`config.mk`:
```
export PLATFORM = sky130hd
export DESIGN_NAME = rtc_front
export DESIGN_NICKNAME = d
export VERILOG_FILES = /design/src/rtl/rtc_pkg.sv /design/src/rtl/rtc_front.sv
export SDC_FILE = /design/constraint.sdc
export NUM_CORES = 1
export LEC_CHECK = 0
export BUFFER_PORTS_ARGS = -buffer_cell sky130_fd_sc_hd__clkbuf_2
export CORE_UTILIZATION = 25
export DETAILED_ROUTE_END_ITERATION = 6
export PLACE_DENSITY = 0.54
export SYNTH_ARGS = -nofsm -noshare
export SYNTH_HDL_FRONTEND = slang
export SYNTH_SLANG_ARGS = --single-unit
export TNS_END_PERCENT = 10
```
`constraint.sdc`:
```
create_clock -name clk -period 40.5 [get_ports clk]
set_input_delay 8.1 -clock clk [delete_from_list [all_inputs] [get_ports clk]]
set_output_delay 8.1 -clock clk [all_outputs]
set_load 0.01 [all_outputs]
```
`src/rtl/rtc_pkg.sv`:
```
// rtc_pkg: shared constants, payload types and fixed-point helpers for the
// ray/triangle closest-hit block. No dependencies.
`timescale 1ns / 1ps
`default_nettype none
package rtc_pkg;

  localparam int COORD_BITS = 32;
  localparam int FRAC_BITS  = 16;
  localparam int INDEX_BITS = 16;
  localparam int INNER_BITS = 56;
  localparam int EPS_BITS   = 16;
  localparam int DIST_BITS  = 31;
  localparam int QDEPTH     = 2;
  localparam int QPTR_BITS  = $clog2(QDEPTH);
  localparam int QCNT_BITS  = $clog2(QDEPTH + 1);
  localparam int MUL_HALF   = INNER_BITS / 2;
  localparam int RECIP_BITS = 2 * FRAC_BITS + 1;

  localparam logic [EPS_BITS-1:0] EPS_RESET = EPS_BITS'(7);
  localparam logic [INNER_BITS-1:0] IMAX = {1'b0, {(INNER_BITS-1){1'b1}}};
  localparam logic signed [INNER_BITS+1:0] IMAX_W = {3'b000, {(INNER_BITS-1){1'b1}}};
  localparam logic [INNER_BITS-1:0] ONE = {{(INNER_BITS-1){1'b0}}, 1'b1} << FRAC_BITS;
  localparam logic [DIST_BITS-1:0] DIST_MAX = {DIST_BITS{1'b1}};

  localparam logic [2:0] OUT_HIT      = 3'd0;
  localparam logic [2:0] OUT_PARALLEL = 3'd1;
  localparam logic [2:0] OUT_U_OUT    = 3'd2;
  localparam logic [2:0] OUT_V_OUT    = 3'd3;
  localparam logic [2:0] OUT_DIST     = 3'd4;
  localparam logic [2:0] OUT_LOADED   = 3'd5;

  localparam logic KIND_LOAD = 1'b0;

  typedef logic [2:0][INNER_BITS-1:0] vec_t;
  typedef logic [2:0][COORD_BITS-1:0] cvec_t;

  typedef struct packed {
    logic                          kind;
    logic signed [COORD_BITS-1:0]  a_x;
    logic signed [COORD_BITS-1:0]  a_y;
    logic signed [COORD_BITS-1:0]  a_z;
    logic signed [COORD_BITS-1:0]  b_x;
    logic signed [COORD_BITS-1:0]  b_y;
    logic signed [COORD_BITS-1:0]  b_z;
    logic signed [COORD_BITS-1:0]  c_x;
    logic signed [COORD_BITS-1:0]  c_y;
    logic signed [COORD_BITS-1:0]  c_z;
    logic [INDEX_BITS-1:0]         triangle_index;
  } in_item_t;

  typedef struct packed {
    logic [2:0]            outcome;
    logic [DIST_BITS-1:0]  distance;
    logic [INDEX_BITS-1:0] tested_index;
    logic [DIST_BITS-1:0]  closest_distance_out;
    logic [INDEX_BITS-1:0] closest_index_out;
    logic                  closest_valid_out;
  } out_item_t;

  // queue entry: for a ray load e1 holds the direction, sign-extended
  typedef struct packed {
    logic                  kind;
    cvec_t                 v0;
    vec_t                  e1;
    vec_t                  e2;
    logic [INDEX_BITS-1:0] idx;
  } entry_t;

  function automatic logic signed [INNER_BITS+1:0] cext_f(input logic [COORD_BITS-1:0] x);
    return {{(INNER_BITS+2-COORD_BITS){x[COORD_BITS-1]}}, x};
  endfunction

  function automatic logic signed [INNER_BITS+1:0] ext_f(input logic [INNER_BITS-1:0] x);
    return {{2{x[INNER_BITS-1]}}, x};
  endfunction

  // symmetric saturation to +-IMAX
  function automatic logic [INNER_BITS-1:0] sat_f(input logic signed [INNER_BITS+1:0] x);
    logic [INNER_BITS-1:0] r;
    if (x > IMAX_W) r = IMAX;
    else if (x < -IMAX_W) r = -IMAX;
    else r = x[INNER_BITS-1:0];
    return r;
  endfunction

endpackage
`default_nettype wire

```
`src/rtl/rtc_front.sv`:
```
// rtc_front: accepts input transactions, forms edge vectors and holds them in
// a short queue for the back end. Depends on rtc_pkg.
`timescale 1ns / 1ps
`default_nettype none
module rtc_front (
  input  wire logic              clk,
  input  wire logic              rst_n,
  input  wire logic              in_push,
  input  wire rtc_pkg::in_item_t in_item,
  output logic                   in_full,
  output logic                   q_valid,
  output rtc_pkg::entry_t        q_entry,
  input  wire logic              q_take
);

  rtc_pkg::entry_t mem_r [rtc_pkg::QDEPTH];
  logic [rtc_pkg::QPTR_BITS-1:0] wr_ptr_r, rd_ptr_r;
  logic [rtc_pkg::QCNT_BITS-1:0] count_r;
  rtc_pkg::entry_t ent;
  rtc_pkg::cvec_t av, bv, cv;
  logic push_ok, take_ok;

  assign av = {in_item.a_z, in_item.a_y, in_item.a_x};
  assign bv = {in_item.b_z, in_item.b_y, in_item.b_x};
  assign cv = {in_item.c_z, in_item.c_y, in_item.c_x};

  always_comb begin
    ent.kind = in_item.kind;
    ent.v0   = av;
    ent.idx  = in_item.triangle_index;
    for (int i = 0; i < 3; i++) begin
      if (in_item.kind == rtc_pkg::KIND_LOAD) begin
        ent.e1[i] = rtc_pkg::INNER_BITS'(rtc_pkg::cext_f(bv[i]));
        ent.e2[i] = '0;
      end else begin
        ent.e1[i] = rtc_pkg::sat_f(rtc_pkg::cext_f(bv[i]) - rtc_pkg::cext_f(av[i]));
        ent.e2[i] = rtc_pkg::sat_f(rtc_pkg::cext_f(cv[i]) - rtc_pkg::cext_f(av[i]));
      end
    end
  end

  assign in_full = (count_r == rtc_pkg::QCNT_BITS'(rtc_pkg::QDEPTH));
  assign q_valid = (count_r != '0);
  assign q_entry = mem_r[rd_ptr_r];
  assign push_ok = in_push && !in_full;
  assign take_ok = q_take && q_valid;

  always_ff @(posedge clk) begin
    if (!rst_n) begin
      wr_ptr_r <= '0;
      rd_ptr_r <= '0;
      count_r  <= '0;
    end else begin
      if (push_ok) begin
        mem_r[wr_ptr_r] <= ent;
        wr_ptr_r <= wr_ptr_r + 1'b1;
      end
      if (take_ok) rd_ptr_r <= rd_ptr_r + 1'b1;
      if (push_ok && !take_ok) count_r <= count_r + 1'b1;
      else if (!push_ok && take_ok) count_r <= count_r - 1'b1;
    end
  end

endmodule
`default_nettype wire

```
### Yosys cells after proc, flatten, opt, wreduce, memory -nomap -nowiden

Memories as Yosys holds them, arrays and structs flattened. A register that Yosys moved wholly into a read port is not among the register bits.
Cells that the tools add are included.

| storage, ports and cells | value |
|---|---|
| bits in registers | 4 |
| memory bits (writable) | 898 |
| logic and storage cells | 61 |
| memories kept | 1 |

Memory list:

| name | depth | bits a word | rd ports | clocked after Yosys merged registers in | write ports | RTL line | source |
|---|---|---|---|---|---|---|---|
| mem_r | 2 | 449 | 1 | 1 | 1 | rtc_front.sv:16 | `rtc_pkg::entry_t mem_r [rtc_pkg::QDEPTH];` |

| operators by class | value |
|---|---|
| add/subtract/negate cells | 10 |
| $lt $le $gt $ge | 12 |
| equality and inequality tests | 1 |
| muxes and demuxes | 25 |
| reductions and logical operators | 9 |

Operators with widths:

| cell | number |
|---|---|
| 56-bit 2-to-1 mux | 18 |
| 33-bit by 56-bit > comparator with 1-bit output (second input constant) | 6 |
| 33-bit by 56-bit less-than comparator with 1-bit output (second input constant) | 6 |
| 32-bit by 32-bit subtractor with 33-bit output | 6 |
| 1-bit 2-to-1 mux | 5 |
| 1-bit logical AND | 4 |
| 2-bit 2-to-1 mux | 2 |
| 2-bit nonzero test | 2 |
| 1-bit zero test | 3 |
| 1-bit adder (second input constant) | 2 |
| 2-bit by 1-bit adder with 2-bit output (second input constant) | 1 |
| 2-bit equality test (second input constant) | 1 |
| 2-bit by 1-bit subtractor with 2-bit output (second input constant) | 1 |

### Longest topological paths before layout

Gate-level depths: netlist of the first run.

| logic depth | value |
|---|---|
| depth in word-level cells | 7 |
| mapped depth | 12 |
| depth with buffers taken out | 12 |

### Least setup slack after synthesis of the first run

No wires, ideal clock.

| path | value |
|---|---|
| path type | in2reg |
| from | input in_push |
| to | memory mem_r[0][0] (netlist bit) (enable) |
| library setup time | 0.995 ns |
| arrival time | 21.423 ns |
| path slack | 18.083 ns |
| cell stages on the path | 3 |
| path buffers | 0 |
| cell sequence | nor2b_1 > nand2_1 > nor2_1 |

| between the ends | value |
|---|---|
| word-level cells in the longest chain between the ends | 4 |

Ends and longest elaborated chain:

| element | RTL line | source |
|---|---|---|
| start, declared | rtc_front.sv:8 | `input wire logic in_push,` |
| 1-bit logical AND | rtc_front.sv:45 | `assign push_ok = in_push && !in_full;` |
| 1-bit 2-to-1 mux | rtc_front.sv:54 | `if (push_ok) begin` |
| 1-bit 2-to-1 mux | rtc_front.sv:49 | `if (!rst_n) begin` |
| 1-bit 2-to-1 mux (implied by the code) | rtc_front.sv:55 | `mem_r[wr_ptr_r] <= ent;` |
| end, declared | rtc_front.sv:16 |  |

Every way passes these cells.

==> reports/qor.yml, run 1 <==
placement:
  dp_hpwl_um: 89900
  pre_cts_slack_ps: 28860
  portBuffers: 759
  place_congestion: 0.915
  post-place-cells: 5332
finish:
  nets: 4031
  mostFrequentLayoutCells: "758 x clkbuf_2, 628 x edfxtp_1, 383 x mux2_2"
  synthToLayoutAreaGrowth_pct: 21.3
  final_cell_count_no_fill: 5491
  drive_above_1_share: 0.369
  final_common_cell: "clkbuf_2"
synth:
  yosysSeqAreaShare: 0.531
  netlist_instances: 2890
  syn-cell-area_um2: 35700
  ys_types: 85
  synthFlopType: "edfxtp_1"
  synthArstFlopShare: 0
  synth_nets: 3398
  ys_ff_latch: 633
  synth_edf_count: 628
  syn_area_per_cell_um2: 12.4
  yosys_warnings: 0
timing:
  rsz0062_at_grt: "no"
  setup_slack_ps: 28510
  fmax_mhz: 83.4
  slew_violations: 0
  finalClockSkew_ps: 28.3
  worstMarginPinSlew_ps: 1020
  hold_slack_ps: 495
  setup_tns_ps: 0
  setup_viol: 0
  min_period_ps: 11990
  period_share: 0.296
  hold_viol: 0
  slew-limit-headroom: 0.321
critical_path:
  rr_worst_depth: 7
  reg2reg_to: "mem_r[0][75]"
  critical_path_peak_fanout: 54
  start_kind: "flop"
  end_kind: "output port"
  r2r_setup_slack_ps: 36610
  r2r_start: "count_r[0]"
  crit_type: "flop to output port"
  worst_ep_arrival_time_ps: 3890
  crit_required_ps: 32400
clocking:
  cts.sinks: 633
  clkTransAtPathRegs_ps: 60
  clk_latency_ps: 700
  cts-buffers-inserted: 79
  postCtsHoldBufs: 0
  cts_tree: "done"
  cts_buffer_depth: 3
  htree_levels: 3
  cts_root_buf: "clkbuf_16"
  postCtsSetupRepairBufs: 0
  cts.repair.resized: 0
global_route:
  grt_pass1_vias: 25000
  track_usage: 0.157
  grt_pass1_wl_um: 167000
  antenna_found_initial: 39
  gr-total-overflow: 0
  grt_start_max_net_pins: 63
route:
  firstDrtPassIters: 6
  drt_iter0_markers: 1582
  antenna_left: 0
  wl_per_cell_um: 21.4
  drc: 0
  wl_um: 117000
  avgViaCountPerCell: 4.63
  via_count: 25400
min_path:
  holdPathStages: 2
  min_path_type: "flop to flop"
  min_from: "count_r[1]"
  whs_endpoint: "count_r[1]"
pwr:
  power_density_nw_per_um2: 51.7
  swShare: 0.328
  totalPowerFinal_w: 0.00224
  switchingPower_w: 0.000734
  power_frac_clock: 0.320
  p_seq_frac: 0.368
  internal_power_w: 0.00150
  vdd_drop_max_mv: 0.0364
  p_comb_frac: 0.312
  p_leak_nw: 17.3
floorplanning:
  row_count: 138
  io_pins: 760
  die_h_um: 380
  die_x_um: 380
  die_area_um2: 144000
  coreArea_um2: 142000
  start_util: 0.252
status:
  outcome: "completed"
flow_run:
  max_cap_viol_count: 0
-- final cells by class --
type | count | area (um^2)
Multi-Input combinational cell | 1880 | 14800
Clock inverter | 49 | 562
Sequential cell | 633 | 19000
Tap cell | 1890 | 2360
Clock buffer | 93 | 2050
Fill cell | 14500 | 98200
Timing Repair Buffer | 780 | 3960
Inverter | 149 | 562
Antenna cell | 17 | 42.5
-- kinds of logic (layout without fill, tap and decap cells) --
| kind of cell | count (synthesis) | in the layout | synth area share |
|---|---|---|---|
| AOI/OAI and AO/OA | 606 | 606 | 0.112 |
| xor gates and xnor gates | 156 | 156 | 0.0383 |
| adders and majority gates | 199 | 199 | 0.0710 |
| buffers and inverters | 377 | 1071 | 0.0542 |
| DFF | 633 | 633 | 0.531 |
| muxes | 393 | 393 | 0.124 |
| other | 0 | 17 | 0 |
| and+or+nand+nor | 526 | 526 | 0.0696 |
-- flip-flops by register name, indices dropped and copies added, names as in the netlist, named ones only --
signal,count
mem_r,628
wr_ptr_r,1
count_r,2
rd_ptr_r,1
-- how the worst max path moves through the flow --
stage / from / endpoint / slack (ps) / cells after the start
after detailed placement: in_push / mem_r[0][323] / 28860 / 7
final: flop / q_entry[274] / 28510 / 4
after CTS: flop / q_entry[274] / 28280 / 4
after global routing: flop / q_entry[280] / 28210 / 4
after floorplan: in_push / mem_r[0][0] / 18080 / 3
after global placement: in_push / mem_r[0][323] / 28870 / 7
-- layer usage --
metal  global-route usage  up-vias  part of all wire
met2                0.254      955              0.46
li1                     -    12000                 -
met5                    0        -            0.0022
met3               0.0584      211             0.088
met4               0.0607       38             0.036
met1                0.189    12200              0.41
-- critical path, cell delays in order, from the launching register on --
cell and delay [ps]:
dfxtp_4 860, buf_4 670, buf_4 730, mux2_2 620
clkbuf_2 230
-- synth_stat cells (all sizes together) (12+ instances only) --
cell | count | area, um^2
a211oi | 20 | 185
a21o | 87 | 653
a21oi | 198 | 1000
a31oi | 30 | 194
and2 | 12 | 75.1
and3 | 19 | 119
buf | 144 | 1060
clkbuf | 84 | 315
edfxtp | 628 | 18900
ha | 193 | 2410
inv | 149 | 559
mux2 | 385 | 4340
nand2 | 138 | 518
nand2b | 25 | 156
nand3 | 36 | 180
nand4 | 30 | 188
nor2 | 175 | 664
nor2b | 28 | 183
nor3 | 26 | 130
o211ai | 15 | 118
o21a | 24 | 181
o21ai | 108 | 552
o21bai | 34 | 255
o31ai | 17 | 138
xnor2 | 90 | 788
xor2 | 66 | 578
-- metrics by stage --
| stage | cell area (um^2) | util |
|---|---|---|
| after CTS | 43300 | 0.306 |
| after floorplan | 35700 | - |
| after detailed placement | 40700 | 0.287 |
| after global routing | 43300 | 0.306 |
| after global placement | 40700 | 0.287 |
| final | 43300 | 0.306 |
-- power groups by stage --
stage | Clock [W] | Sequential [W] | Combinational [W]
floorplan | 0 | 0.000856 | 0.000478
global placement | 0 | 0.000837 | 0.000709
detailed placement | 0 | 0.000839 | 0.000707
CTS | 0.000740 | 0.000826 | 0.000711
global route | 0.000760 | 0.000831 | 0.000755
finish | 0.000717 | 0.000824 | 0.000698
(Power assumes the default switching activity.)
==> run 2: changes to the inputs <==
Settings changed: ABC_AREA set to 1, PLACE_DENSITY 0.54 to 0.55.
Clock period 40.5 ns to 10.1 ns, I/O delays scaled along.
==> run 2 against run 1 <==
- sequential share of layout area is 3.6 points lower
- clock skew up 1.9 ps
- sequential power increased to 4.0 times the previous value
- critical path depth did not move
- power grew to 4.0 times the previous value
- wire length increased by 19%
- critical endpoint is now q_entry[110]
- worst setup slack lost 24000 ps
- non-clock buffer count down 5
- count of clock-buffer cells in the layout decreased by 6
==> reports/qor.yml, run 2 <==
floorplanning:
  coreArea_um2: 157000  # +11%
  die_h_um: 399  # +5.1%
  die_area_um2: 160000  # +10%
  row_count: 145  # +5.1%
  start_util: 0.252  # about the same
  die_x_um: 399  # +5.1%
  io_pins: 760  # unchanged
synth:
  ys_types: 30  # -65%
  ys_ff_latch: 633  # unchanged
  netlist_instances: 4504  # +56%
  yosysTopAreaCellShare: 0.478  # -0.0504
  syn_area_per_cell_um2: 8.77  # -29%
  synthArstFlopShare: 0  # unchanged
  yosys_warnings: 0  # unchanged
  synthFlopType: "edfxtp_1"
  yosysSeqAreaShare: 0.480  # -0.0507
  synthTopCellsByArea: "edfxtp_1 48%, nand2_1 13%, mux2_2 9.0%"
  synth.largest_area_cell: "edfxtp_1"
  synth.most_common_cell: "nand2_1"
  syn-cell-area_um2: 39500  # +11%
  synth.top_cells.by_count: "1,385 x nand2_1, 727 x inv_1, 628 x edfxtp_1"
  synth_edf_count: 628  # unchanged
  synth_nets: 5012  # +47%
global_route:
  grt.busiest_layer: "met2"
  grt_start_max_net_pins: 127  # +100%
  antenna_found_initial: 23  # -41%
  grt.met3_usage: 0.0307  # -0.0276
  grt_pass1_wl_um: 198000  # +18%
  gr-total-overflow: 0  # unchanged
  use_met1: 0.220  # +0.0305
  grt_pass1_vias: 30200  # +21%
  track_usage: 0.169  # +0.0115
  use_met2: 0.280  # +0.0255
route:
  wl_um: 140000  # +19%
  wl_per_cell_um: 19.1  # -10%
  antenna_left: 0  # unchanged
  avgViaCountPerCell: 4.39  # -5.2%
  drt_iter0_markers: 2242  # +42%
  drc: 0  # unchanged
  via_count: 32000  # +26%
  firstDrtPassIters: 5  # -1
timing:
  min_period_ps: 5370
  period_share: 0.532
  fmax_mhz: 186
  worstMarginPinSlew_ps: 1040  # +18.6 ps
  setup_tns_ps: 0  # unchanged
  setup_viol: 0  # unchanged
  rsz0062_at_grt: "no"
  hold_viol: 0  # unchanged
  slew-limit-headroom: 0.308  # -0.0124
  finalClockSkew_ps: 30.2  # +1.92 ps
  slew_violations: 0  # unchanged
min_path:
  min_path_type: "flop to flop"
  min_from: "wr_ptr_r"
placement:
  portBuffers: 759  # unchanged
  dp_hpwl_um: 113000  # +25%
  post-place-cells: 7135  # +34%
  place_congestion: 0.925  # +1.1%
flow_run:
  max_cap_viol_count: 0  # unchanged
finish:
  top_regs: "mem_r x628, count_r x2"
  fillers: 16700  # +15%
  drive_above_1_share: 0.245  # -0.124
  largest-register: "mem_r"
  synthToLayoutAreaGrowth_pct: 19.6
  mostFrequentLayoutCells: "1,385 x nand2_1, 758 x clkbuf_2, 727 x inv_1"
  final_cell_count_no_fill: 7286  # +33%
  final_common_cell: "nand2_1"
  nets: 5662  # +40%
  ff_latch_area_um2: 19000  # unchanged
  multi_input_area_um2: 16500  # +11%
  largest_register_ffs: 628  # unchanged
critical_path:
  start_kind: "flop"
  worst_ep_arrival_time_ps: 3350  # -540 ps
  end_kind: "output port"
  crit_type: "flop to output port"
  crit_required_ps: 8080  # -24,320 ps
  r2r_start: "count_r[1]"
  critical_path_peak_fanout: 122  # +130%
pwr:
  vdd_drop_max_mv: 0.162  # +350%
  power_density_nw_per_um2: 189  # +270%
  p_leak_nw: 22.2  # +28%
status:
  outcome: "completed"
clocking:
  postCtsSetupRepairBufs: 0  # unchanged
  clk_latency_ps: 690  # about the same
  cts.repair.resized: 0  # unchanged
  htree_levels: 3  # unchanged
  cts_tree: "done"
  cts_buffer_depth: 3  # unchanged
  cts_root_buf: "clkbuf_16"
  cts.sinks: 633  # unchanged
  postCtsHoldBufs: 0  # unchanged
  clkTransAtPathRegs_ps: 60  # about the same
  cts-buffers-inserted: 75  # -5.1%
-- run 2: cell types whose count changed after synthesis, sizes merged, moves of 25 or more --
cell and change:
a21o -84, a31oi -30, buf +36, clkbuf -62, inv +583, mux2 -71
nand2 +1288, nand2b -25, nand3 +132, nor2 +208, nor2b -28, xnor2 -48
xor2 -61
-- run 2: metrics by stage --
step | power, W | instance area [um^2] | utilization | hold slack [ps] | setup slack, ps
2_1_floorplan | 0.00532 | 39500 | - | 445 | 17.8
3_3_place_gp | 0.00629 | 44800 | 0.286 | 459 | 5330
3_5_place_dp | 0.00630 | 44800 | 0.286 | 467 | 5330
4_1_cts | 0.00904 | 47200 | 0.301 | 475 | 4690
5_1_grt | 0.00940 | 47200 | 0.302 | 493 | 4560
6_report | 0.00893 | 47200 | 0.302 | 482 | 4730
-- run 2: final cells by class --
class,count,area share
timing repair buffer,775,0.0846
sequential,633,0.401
clock buffer,87,0.0411
multi-input combinational,2937,0.349
inverter,732,0.0583
clock inverter,49,0.0103
tap,2058,0.0545
antenna,15,0.000795
-- run 2: power by group --
part	internal, W	leakage [nW]	switching, W	total, W
Sequential	0.00320	5.83	0.0000623	0.00326
Clock	0.00155	1.19	0.00116	0.00271
Combinational	0.00111	15.1	0.00185	0.00296
Total	0.00586	22.2	0.00307	0.00893
-- run 2: critical path: stages (launching register included) --
cell and delay (ps):
dfxtp_4 620, buf_4 430, buf_12 470, mux2_2 550
clkbuf_2 220
-- run 2: worst paths after layout --
path              endpoint  slack [ps]  depth (start not counted)
max           q_entry[110]        4730                          4
max reg2reg  mem_r[1][408]        7010                          6
min reg2reg       wr_ptr_r         480                          2
min               wr_ptr_r         480                          2
-- run 2: cell families after synthesis --
kind of cell,share of synthesized area
simple gates,0.206
buf+inv,0.103
flops,0.480
compound gates,0.0470
mux,0.0895
fa+ha+maj,0.0642
xor+xnor,0.0104
-- run 2: layer usage --
metal	vias to the layer above	share of wire
li1	15800	-
met1	15000	0.44
met2	942	0.47
met3	175	0.058
met4	18	0.028
met5	-	0.00087
